## config.mk

```make
export PLATFORM = sky130hd
export DESIGN_NAME = integer_to_ascii_formatter
export DESIGN_NICKNAME = d
export VERILOG_FILES = /design/src/hw/rtl/iaf_pkg.sv /design/src/hw/rtl/iaf_dabble_step.sv /design/src/hw/rtl/iaf_seq.sv /design/src/hw/rtl/integer_to_ascii_formatter.sv
export SDC_FILE = /design/constraint.sdc
export NUM_CORES = 1
export LEC_CHECK = 0
export BUFFER_PORTS_ARGS = -buffer_cell sky130_fd_sc_hd__buf_2
export CAP_MARGIN = 20
export CORE_MARGIN = 1.5
export CORE_UTILIZATION = 30
export CTS_CLUSTER_SIZE = 24
export DETAILED_ROUTE_END_ITERATION = 10
export GPL_TIMING_DRIVEN = 0
export PLACE_DENSITY = 0.44
export SLEW_MARGIN = 20
export SYNTH_ARGS = -nofsm -noshare
export SYNTH_HDL_FRONTEND = slang
export SYNTH_SLANG_ARGS = --single-unit
```

## constraint.sdc

```tcl
create_clock -name clk_i -period 3 [get_ports clk_i]
set_clock_uncertainty 0.05 [all_clocks]
set_input_delay 0.15 -clock clk_i [delete_from_list [all_inputs] [get_ports clk_i]]
set_output_delay 0.15 -clock clk_i [all_outputs]
set_load 0.01 [all_outputs]
```

## src/hw/rtl/iaf_pkg.sv

```systemverilog
// shared types, constants and the digit glyph table for the integer to ascii formatter
// no dependencies; imported by iaf_dabble_step, iaf_seq and integer_to_ascii_formatter
package iaf_pkg;

  localparam int ValueW    = 32;
  localparam int CharW     = 8;
  localparam int DigitW    = 4;
  localparam int NumDigits = 11;
  localparam int DigitsW   = NumDigits * DigitW;
  localparam int NdigW     = $clog2(NumDigits + 1);
  localparam int CntW      = $clog2(ValueW);

  typedef enum logic [1:0] {
    CMD_UDEC = 2'd0,
    CMD_SDEC = 2'd1,
    CMD_OCT  = 2'd2,
    CMD_HEX  = 2'd3
  } cmd_e;

  typedef enum logic [2:0] {
    ST_IDLE,
    ST_CONV,
    ST_SKIP,
    ST_MINUS,
    ST_ZERO,
    ST_X,
    ST_DIGIT
  } state_e;

  localparam logic [CharW-1:0] AsciiMinus = 8'h2D;
  localparam logic [CharW-1:0] AsciiZero  = 8'h30;
  localparam logic [CharW-1:0] AsciiX     = 8'h78;

  // upper-case hex glyphs, index is the digit value
  localparam logic [CharW-1:0] Glyphs [16] = '{
    8'h30, 8'h31, 8'h32, 8'h33, 8'h34, 8'h35, 8'h36, 8'h37,
    8'h38, 8'h39, 8'h41, 8'h42, 8'h43, 8'h44, 8'h45, 8'h46
  };

  // one character handed from the sequencer to the output register
  typedef struct packed {
    logic             valid;
    logic [CharW-1:0] char_code;
    logic             last_char;
  } emit_t;

endpackage

```

## src/hw/rtl/iaf_dabble_step.sv

```systemverilog
// one double-dabble step: add three to every bcd digit of five or more, then shift in a bit
// depends on iaf_pkg
module iaf_dabble_step (
  input  logic [iaf_pkg::DigitsW-1:0] bcd_i,
  input  logic                        bit_i,
  output logic [iaf_pkg::DigitsW-1:0] bcd_o
);
  import iaf_pkg::*;

  logic [DigitsW-1:0] adj;

  always_comb begin
    for (int k = 0; k < NumDigits; k++) begin
      if (bcd_i[k*DigitW +: DigitW] >= DigitW'(5)) begin
        adj[k*DigitW +: DigitW] = bcd_i[k*DigitW +: DigitW] + DigitW'(3);
      end else begin
        adj[k*DigitW +: DigitW] = bcd_i[k*DigitW +: DigitW];
      end
    end
  end

  assign bcd_o = {adj[DigitsW-2:0], bit_i};

endmodule

```

## src/hw/rtl/iaf_seq.sv

```systemverilog
// sequencer: loads a word, runs the shared dabble step for decimal, drops leading zeros
// and hands out prefix and digit characters; depends on iaf_pkg and iaf_dabble_step
module iaf_seq (
  input  logic                       clk_i,
  input  logic                       rst_ni,
  input  logic                       start_i,
  input  iaf_pkg::cmd_e              cmd_i,
  input  logic [iaf_pkg::ValueW-1:0] value_i,
  output logic                       idle_o,
  input  logic                       slot_free_i,
  output iaf_pkg::emit_t             emit_o
);
  import iaf_pkg::*;

  state_e             state_q, state_d;
  cmd_e               mode_q, mode_d;
  logic               neg_q, neg_d;
  logic [ValueW-1:0]  bin_q, bin_d;
  logic [DigitsW-1:0] digits_q, digits_d;
  logic [NdigW-1:0]   ndig_q, ndig_d;
  logic [CntW-1:0]    cnt_q, cnt_d;

  logic [DigitsW-1:0] dabble_bcd;
  logic [DigitsW-1:0] octal_digits;
  logic [DigitW-1:0]  top_digit;
  logic               neg_in;

  iaf_dabble_step u_step (
    .bcd_i (digits_q),
    .bit_i (bin_q[ValueW-1]),
    .bcd_o (dabble_bcd)
  );

  // octal digits spread into four-bit slots, top slot holds the two leftover bits
  always_comb begin
    for (int k = 0; k < NumDigits - 1; k++) begin
      octal_digits[k*DigitW +: DigitW] = {1'b0, value_i[k*3 +: 3]};
    end
    octal_digits[DigitsW-1 -: DigitW] = {2'b00, value_i[ValueW-1 -: 2]};
  end

  assign top_digit = digits_q[DigitsW-1 -: DigitW];
  assign neg_in    = (cmd_i == CMD_SDEC) && value_i[ValueW-1];

  always_ff @(posedge clk_i or negedge rst_ni) begin
    if (!rst_ni) begin
      state_q <= ST_IDLE;
    end else begin
      state_q <= state_d;
    end
  end

  always_ff @(posedge clk_i) begin
    mode_q   <= mode_d;
    neg_q    <= neg_d;
    bin_q    <= bin_d;
    digits_q <= digits_d;
    ndig_q   <= ndig_d;
    cnt_q    <= cnt_d;
  end

  always_comb begin
    state_d  = state_q;
    mode_d   = mode_q;
    neg_d    = neg_q;
    bin_d    = bin_q;
    digits_d = digits_q;
    ndig_d   = ndig_q;
    cnt_d    = cnt_q;
    idle_o   = 1'b0;
    emit_o   = '0;

    case (state_q)
      ST_IDLE: begin
        idle_o = 1'b1;
        if (start_i) begin
          mode_d = cmd_i;
          neg_d  = neg_in;
          bin_d  = neg_in ? (~value_i + ValueW'(1)) : value_i;
          ndig_d = NdigW'(NumDigits);
          cnt_d  = '1;
          case (cmd_i)
            CMD_OCT: begin
              digits_d = octal_digits;
              state_d  = ST_SKIP;
            end
            CMD_HEX: begin
              digits_d = {{(DigitsW-ValueW){1'b0}}, value_i};
              state_d  = ST_SKIP;
            end
            default: begin
              digits_d = '0;
              state_d  = ST_CONV;
            end
          endcase
        end
      end

      ST_CONV: begin
        digits_d = dabble_bcd;
        bin_d    = {bin_q[ValueW-2:0], 1'b0};
        cnt_d    = cnt_q - CntW'(1);
        if (cnt_q == '0) begin
          state_d = ST_SKIP;
        end
      end

      ST_SKIP: begin
        if ((top_digit == '0) && (ndig_q > NdigW'(1))) begin
          digits_d = {digits_q[DigitsW-DigitW-1:0], {DigitW{1'b0}}};
          ndig_d   = ndig_q - NdigW'(1);
        end else begin
          case (mode_q)
            CMD_OCT, CMD_HEX: state_d = ST_ZERO;
            CMD_SDEC:         state_d = neg_q ? ST_MINUS : ST_DIGIT;
            default:          state_d = ST_DIGIT;
          endcase
        end
      end

      ST_MINUS: begin
        if (slot_free_i) begin
          emit_o.valid     = 1'b1;
          emit_o.char_code = AsciiMinus;
          state_d          = ST_DIGIT;
        end
      end

      ST_ZERO: begin
        if (slot_free_i) begin
          emit_o.valid     = 1'b1;
          emit_o.char_code = AsciiZero;
          state_d          = (mode_q == CMD_HEX) ? ST_X : ST_DIGIT;
        end
      end

      ST_X: begin
        if (slot_free_i) begin
          emit_o.valid     = 1'b1;
          emit_o.char_code = AsciiX;
          state_d          = ST_DIGIT;
        end
      end

      ST_DIGIT: begin
        if (slot_free_i) begin
          emit_o.valid     = 1'b1;
          emit_o.char_code = Glyphs[top_digit];
          emit_o.last_char = (ndig_q == NdigW'(1));
          digits_d         = {digits_q[DigitsW-DigitW-1:0], {DigitW{1'b0}}};
          ndig_d           = ndig_q - NdigW'(1);
          if (ndig_q == NdigW'(1)) begin
            state_d = ST_IDLE;
          end
        end
      end

      default: begin
        state_d = ST_IDLE;
      end
    endcase
  end

endmodule

```

## src/hw/rtl/integer_to_ascii_formatter.sv

```systemverilog
// top level of the integer to ascii formatter: stream ports and the output register
// depends on iaf_pkg and iaf_seq
//
// Takes one 32-bit word per input transaction with a format on tuser (unsigned
// decimal, signed decimal, octal or hex) and sends its ascii text out as one
// character per output transaction, most significant digit first, with tlast on
// the final character. Hex digits are upper case and leading zeros are dropped.
// Signed mode sends '-' and then the magnitude (0x80000000 gives -2147483648);
// octal text starts with '0' and hex text with "0x"; a zero value still gives one
// '0' digit. One word passes through a load, then the shared double-dabble step
// over all input bits for the decimal formats, then a pass that drops leading
// zeros from the eleven digit slots and chooses the prefix, then the prefix
// characters and the remaining digits, which wait while the output side stalls.
// The work runs on a digit shift register with a single dabble unit. The input
// is taken only while the sequencer is idle, which it reaches as soon as the last
// character sits in the output register, so that register overlaps one word's
// tail with the next word's load.
module integer_to_ascii_formatter (
  input  logic        clk_i,
  input  logic        rst_ni,
  // input stream
  input  logic        s_axis_tvalid,
  output logic        s_axis_tready,
  input  logic [31:0] s_axis_tdata,   // [31:0] value
  input  logic [1:0]  s_axis_tuser,   // [1:0] cmd
  // output stream
  output logic        m_axis_tvalid,
  input  logic        m_axis_tready,
  output logic [7:0]  m_axis_tdata,   // [7:0] char_code
  output logic        m_axis_tlast    // last_char
);
  import iaf_pkg::*;

  logic             idle;
  logic             slot_free;
  emit_t            emit;

  // output register, payload carries no reset
  logic             out_valid_q, out_valid_d;
  logic [CharW-1:0] out_char_q;
  logic             out_last_q;

  // slot is free when empty or when the waiting character leaves this cycle
  assign slot_free     = !out_valid_q || m_axis_tready;
  assign s_axis_tready = idle;

  iaf_seq u_seq (
    .clk_i       (clk_i),
    .rst_ni      (rst_ni),
    .start_i     (s_axis_tvalid),
    .cmd_i       (cmd_e'(s_axis_tuser)),
    .value_i     (s_axis_tdata),
    .idle_o      (idle),
    .slot_free_i (slot_free),
    .emit_o      (emit)
  );

  always_comb begin
    out_valid_d = out_valid_q;
    if (slot_free) begin
      out_valid_d = emit.valid;
    end
  end

  always_ff @(posedge clk_i or negedge rst_ni) begin
    if (!rst_ni) begin
      out_valid_q <= 1'b0;
    end else begin
      out_valid_q <= out_valid_d;
    end
  end

  always_ff @(posedge clk_i) begin
    if (slot_free && emit.valid) begin
      out_char_q <= emit.char_code;
      out_last_q <= emit.last_char;
    end
  end

  assign m_axis_tvalid = out_valid_q;
  assign m_axis_tdata  = out_char_q;
  assign m_axis_tlast  = out_last_q;

endmodule
```

==> summary.md <==
| Metric | Value |
|---|---|
| Status | completed |
| Area share of and/or/nand/nor cells after synthesis | 16.6% |
| Clk pwr share | 15.8% |
| Worst Path Max Fanout | 10 |
| Count of flip-flops with a built-in enable after synthesis | 96 |
| Reg power frac | 39.4% |
| Clock sink count | 100 |
| Reg clk slew, reported paths | 70 ps |
| Syn Area/Cell | 9.51 um^2 |
| Synth Area in XOR/XNOR | 5.62% |
| Synth Cell Area | 6540 um^2 |
| Vias in the first global route | 5,296 |
| Worst setup margin | 423 ps |
| Die Area | 22,700 um^2 |
| Complex-gate fraction of the synthesized area | 17.8% |
| GRT Overall Usage | 17.4% |
| Die height | 151 um |
| Largest net degree at the start of global routing | 45 |
| DP Worst Slack | -267 ps |
| Diodes inserted | 0 |
| Yosys cell types | 56 |
| Slew margin rel. | 43.2% |
| Crit-path max cell delay | 520 ps |
| Synth Register Bits | 100 |
| Commonest non-fill, non-tap cell in the layout | edfxtp_1 |
| Worst vdd ir | 360 uV |
| First-pass GRT wire length | 29,700 um |
| Net Count, Synth | 755 |
| Via count | 5,417 |
| Final Hold Fails | 0 |
| Final min period | 2580 ps |
| Final design utilization | 35.2% |
| Top cells by area, synth | edfxtp_1 (44%), ha_1 (5.5%), xnor2_1 (5.1%) |
| Synth Area in Adders | 5.55% |
| Worst slew pin tran | 852 ps |
| IO Count | 49 |
| Num CTS Buffers | 9 |
| Antenna viol nets, final | 0 |
| Core area | 21,200 um^2 |
| Post-synth top flop | edfxtp_1 |
| Sw Share | 41.6% |
| Residual DRC count | 0 |
| Later-pin clock latency in the skew report | 350 ps |
| Critical path, cell by cell | clkbuf_1 -> or3b_2 -> clkbuf_1 -> clkbuf_1 -> buf_2 -> a21oi_1 |
| Synth Instances | 688 |
| Logic pwr share | 44.8% |
| RSZ-0062 raised after global routing | false |
| Mux contribution to synthesized area | 4.02% |
| Ys async rst share | 4.00% |
| Die X | 151 um |
| Initial antenna violation count | 0 |
| Endpoints failing setup | 0 |
| Post-synth top area cell | edfxtp_1 |
| Fmax | 0.388 GHz |
| Main combinational cell family by area after synthesis | compound AO/OA/AOI/OAI gates |
| CTS tree | yes |
| Gpl congestion | 0.833 |
| Max-cap violations | 0 |
| Max-slew violations | 0 |
| Clock buffer depth | 2 |
| Post-synth top area share | 44.1% |
| CP required | 3040 ps |
| Most frequent cells in the layout | edfxtp_1 (96), nand2_1 (81), a21oi_1 (64) |
| Critical Path AT | 2620 ps |
| Placed cell areas | 7140 um^2 |
| Slowest cell on crit path | clkbuf_1 |
| Fin nets | 816 |
| Fillers | 2,202 |
| P per Cell Area | 986 nW/um^2 |
| Cell-internal power | 4.30 mW |
| Startpoint Class | register |
| Wire per inst | 18.4 um |
| Half-perimeter wire length after placement | 13,700 um |
| 1st-pass router iterations | 5 |
| Min-delay worst type | input pin to register |
| Inst Count DP | 1,010 |
| Switch Pwr | 3.06 mW |
| # H-tree levels | 3 |
| Finished Cell Area | 7460 um^2 |
| Final period util | 85.9% |
| Drt via density | 5.26 |
| Fin cells | 1,029 |
| Initial Util | 30.8% |
| Final wirelength | 18,900 um |
| CP Capture Type | register |
| Synthesis Warnings | 0 |
| Layout cells sized above 1 | 10.5% |
| Port Buffers | 46 |
| Global route total overflow | 0 |
| Worst setup path class | register to register |
| LEAKAGE | 2.75 nW |
| Area growth syn-to-layout | 14.1% |
| FF+latch area | 2980 um^2 |
| Root Buffer | clkbuf_16 |
| Initial drt markers | 330 |
| Post-synthesis sequential area ratio | 45.6% |
| Power Total | 7.36 mW |
| Rows | 53 |
| Footprint of the multi-input gates | 3270 um^2 |
| Critical Path Most Common Cell | clkbuf_1 |
-- critical path, delay by kind of cell, from the launching register on --
family / cells / cell delay (ps)
AO/OA/AOI/OAI: 1 / 140
buffers and inverters: 4 / 1580
flip-flops: 1 / 320
AND/OR/NAND/NOR: 1 / 210
-- power groups by stage --
stage / Clock [mW] / Combinational, mW / Sequential [mW]
after floorplan: 0 / 2.33 / 2.82
after global placement: 0 / 3.17 / 2.92
after detailed placement: 0 / 3.26 / 2.93
after CTS: 1.21 / 3.29 / 2.89
after global routing: 1.25 / 3.74 / 2.99
final: 1.17 / 3.30 / 2.90
-- sequential cells by signal, indices dropped and copies added (netlist names) --
name,cells
u_seq.digits_q,44
u_seq.mode_q,2
m_axis_tlast,1
u_seq.neg_q,1
u_seq.ndig_q,4
u_seq.state_q,3
u_seq.cnt_q,5
m_axis_tdata,7
u_seq.bin_q,32
m_axis_tvalid,1
-- worst paths after layout --
check,from,to,slack [ps],cells after the start
min in group asynchronous,rst_ni,m_axis_tvalid,70,2
setup / recovery,u_seq.state_q[1],u_seq.bin_q[10],420,6
hold / removal,s_axis_tuser[1],u_seq.mode_q[1],40,1
setup reg to reg,u_seq.state_q[1],u_seq.bin_q[10],420,6
max in group asynchronous,rst_ni,u_seq.state_q[2],2710,2
hold reg to reg,u_seq.bin_q[17],u_seq.bin_q[18],480,2
-- synth_stat cells, types with 10 or more instances --
cell,instances
o221ai_1,22
nand2b_1,14
edfxtp_1,96
inv_1,41
a21oi_1,64
a22oi_1,10
nand2_1,81
o21ai_0,54
ha_1,29
clkbuf_1,30
nor2_1,60
xnor2_1,38
a31oi_1,13
nor3_1,15
nor3b_1,14
mux2i_1,24
-- routing by layer --
layer / GRT usage [%] / up-vias / part of all wire (%) / routed length [um]
li1: - / 2640 / - / -
met5: 0 / - / 0 / 0
met2: 28.8 / 112 / 48 / 9040
met3: 2.94 / 22 / 3.9 / 746
met1: 23.3 / 2643 / 47 / 8820
met4: 4.85 / 0 / 1.7 / 319
-- per-stage QoR --
stage	TNS, ps	hold WS [ps]
2_1_floorplan	0	-196
5_1_grt	0	37.7
3_5_place_dp	-11580	-90.2
4_1_cts	0	26.3
6_report	0	36.3
3_3_place_gp	-30830	-91.7
-- layout make-up --
| cell class | instances | area share [%] |
|---|---|---|
| multi-input combinational | 510 | 43.8 |
| sequential | 100 | 40.0 |
| tap | 275 | 4.61 |
| timing repair buffer | 49 | 3.62 |
| clock buffer | 9 | 3.02 |
| inverter | 42 | 2.11 |
| buffer | 37 | 2.08 |
| clock inverter | 7 | 0.771 |
-- logic make-up (layout without fill, tap and decap cells) --
logic type / Yosys count / count (layout)
xor+xnor: 42 / 42
compound gates: 189 / 190
buf+inv: 79 / 144
mux: 26 / 26
fa+ha+maj: 29 / 29
simple gates: 222 / 222
other cells: 1 / 1
flops: 100 / 100
-- repair_timing --
item	4_1_cts	5_1_grt
buffers inserted	0	0
gates cloned	0	1
hold endpoints to repair	5	0
gates resized for setup	1	3
pin swaps	0	1
setup endpoints to repair	44	44
hold buffers	2	0
Note: power is estimated with default switching activity, not from simulation.
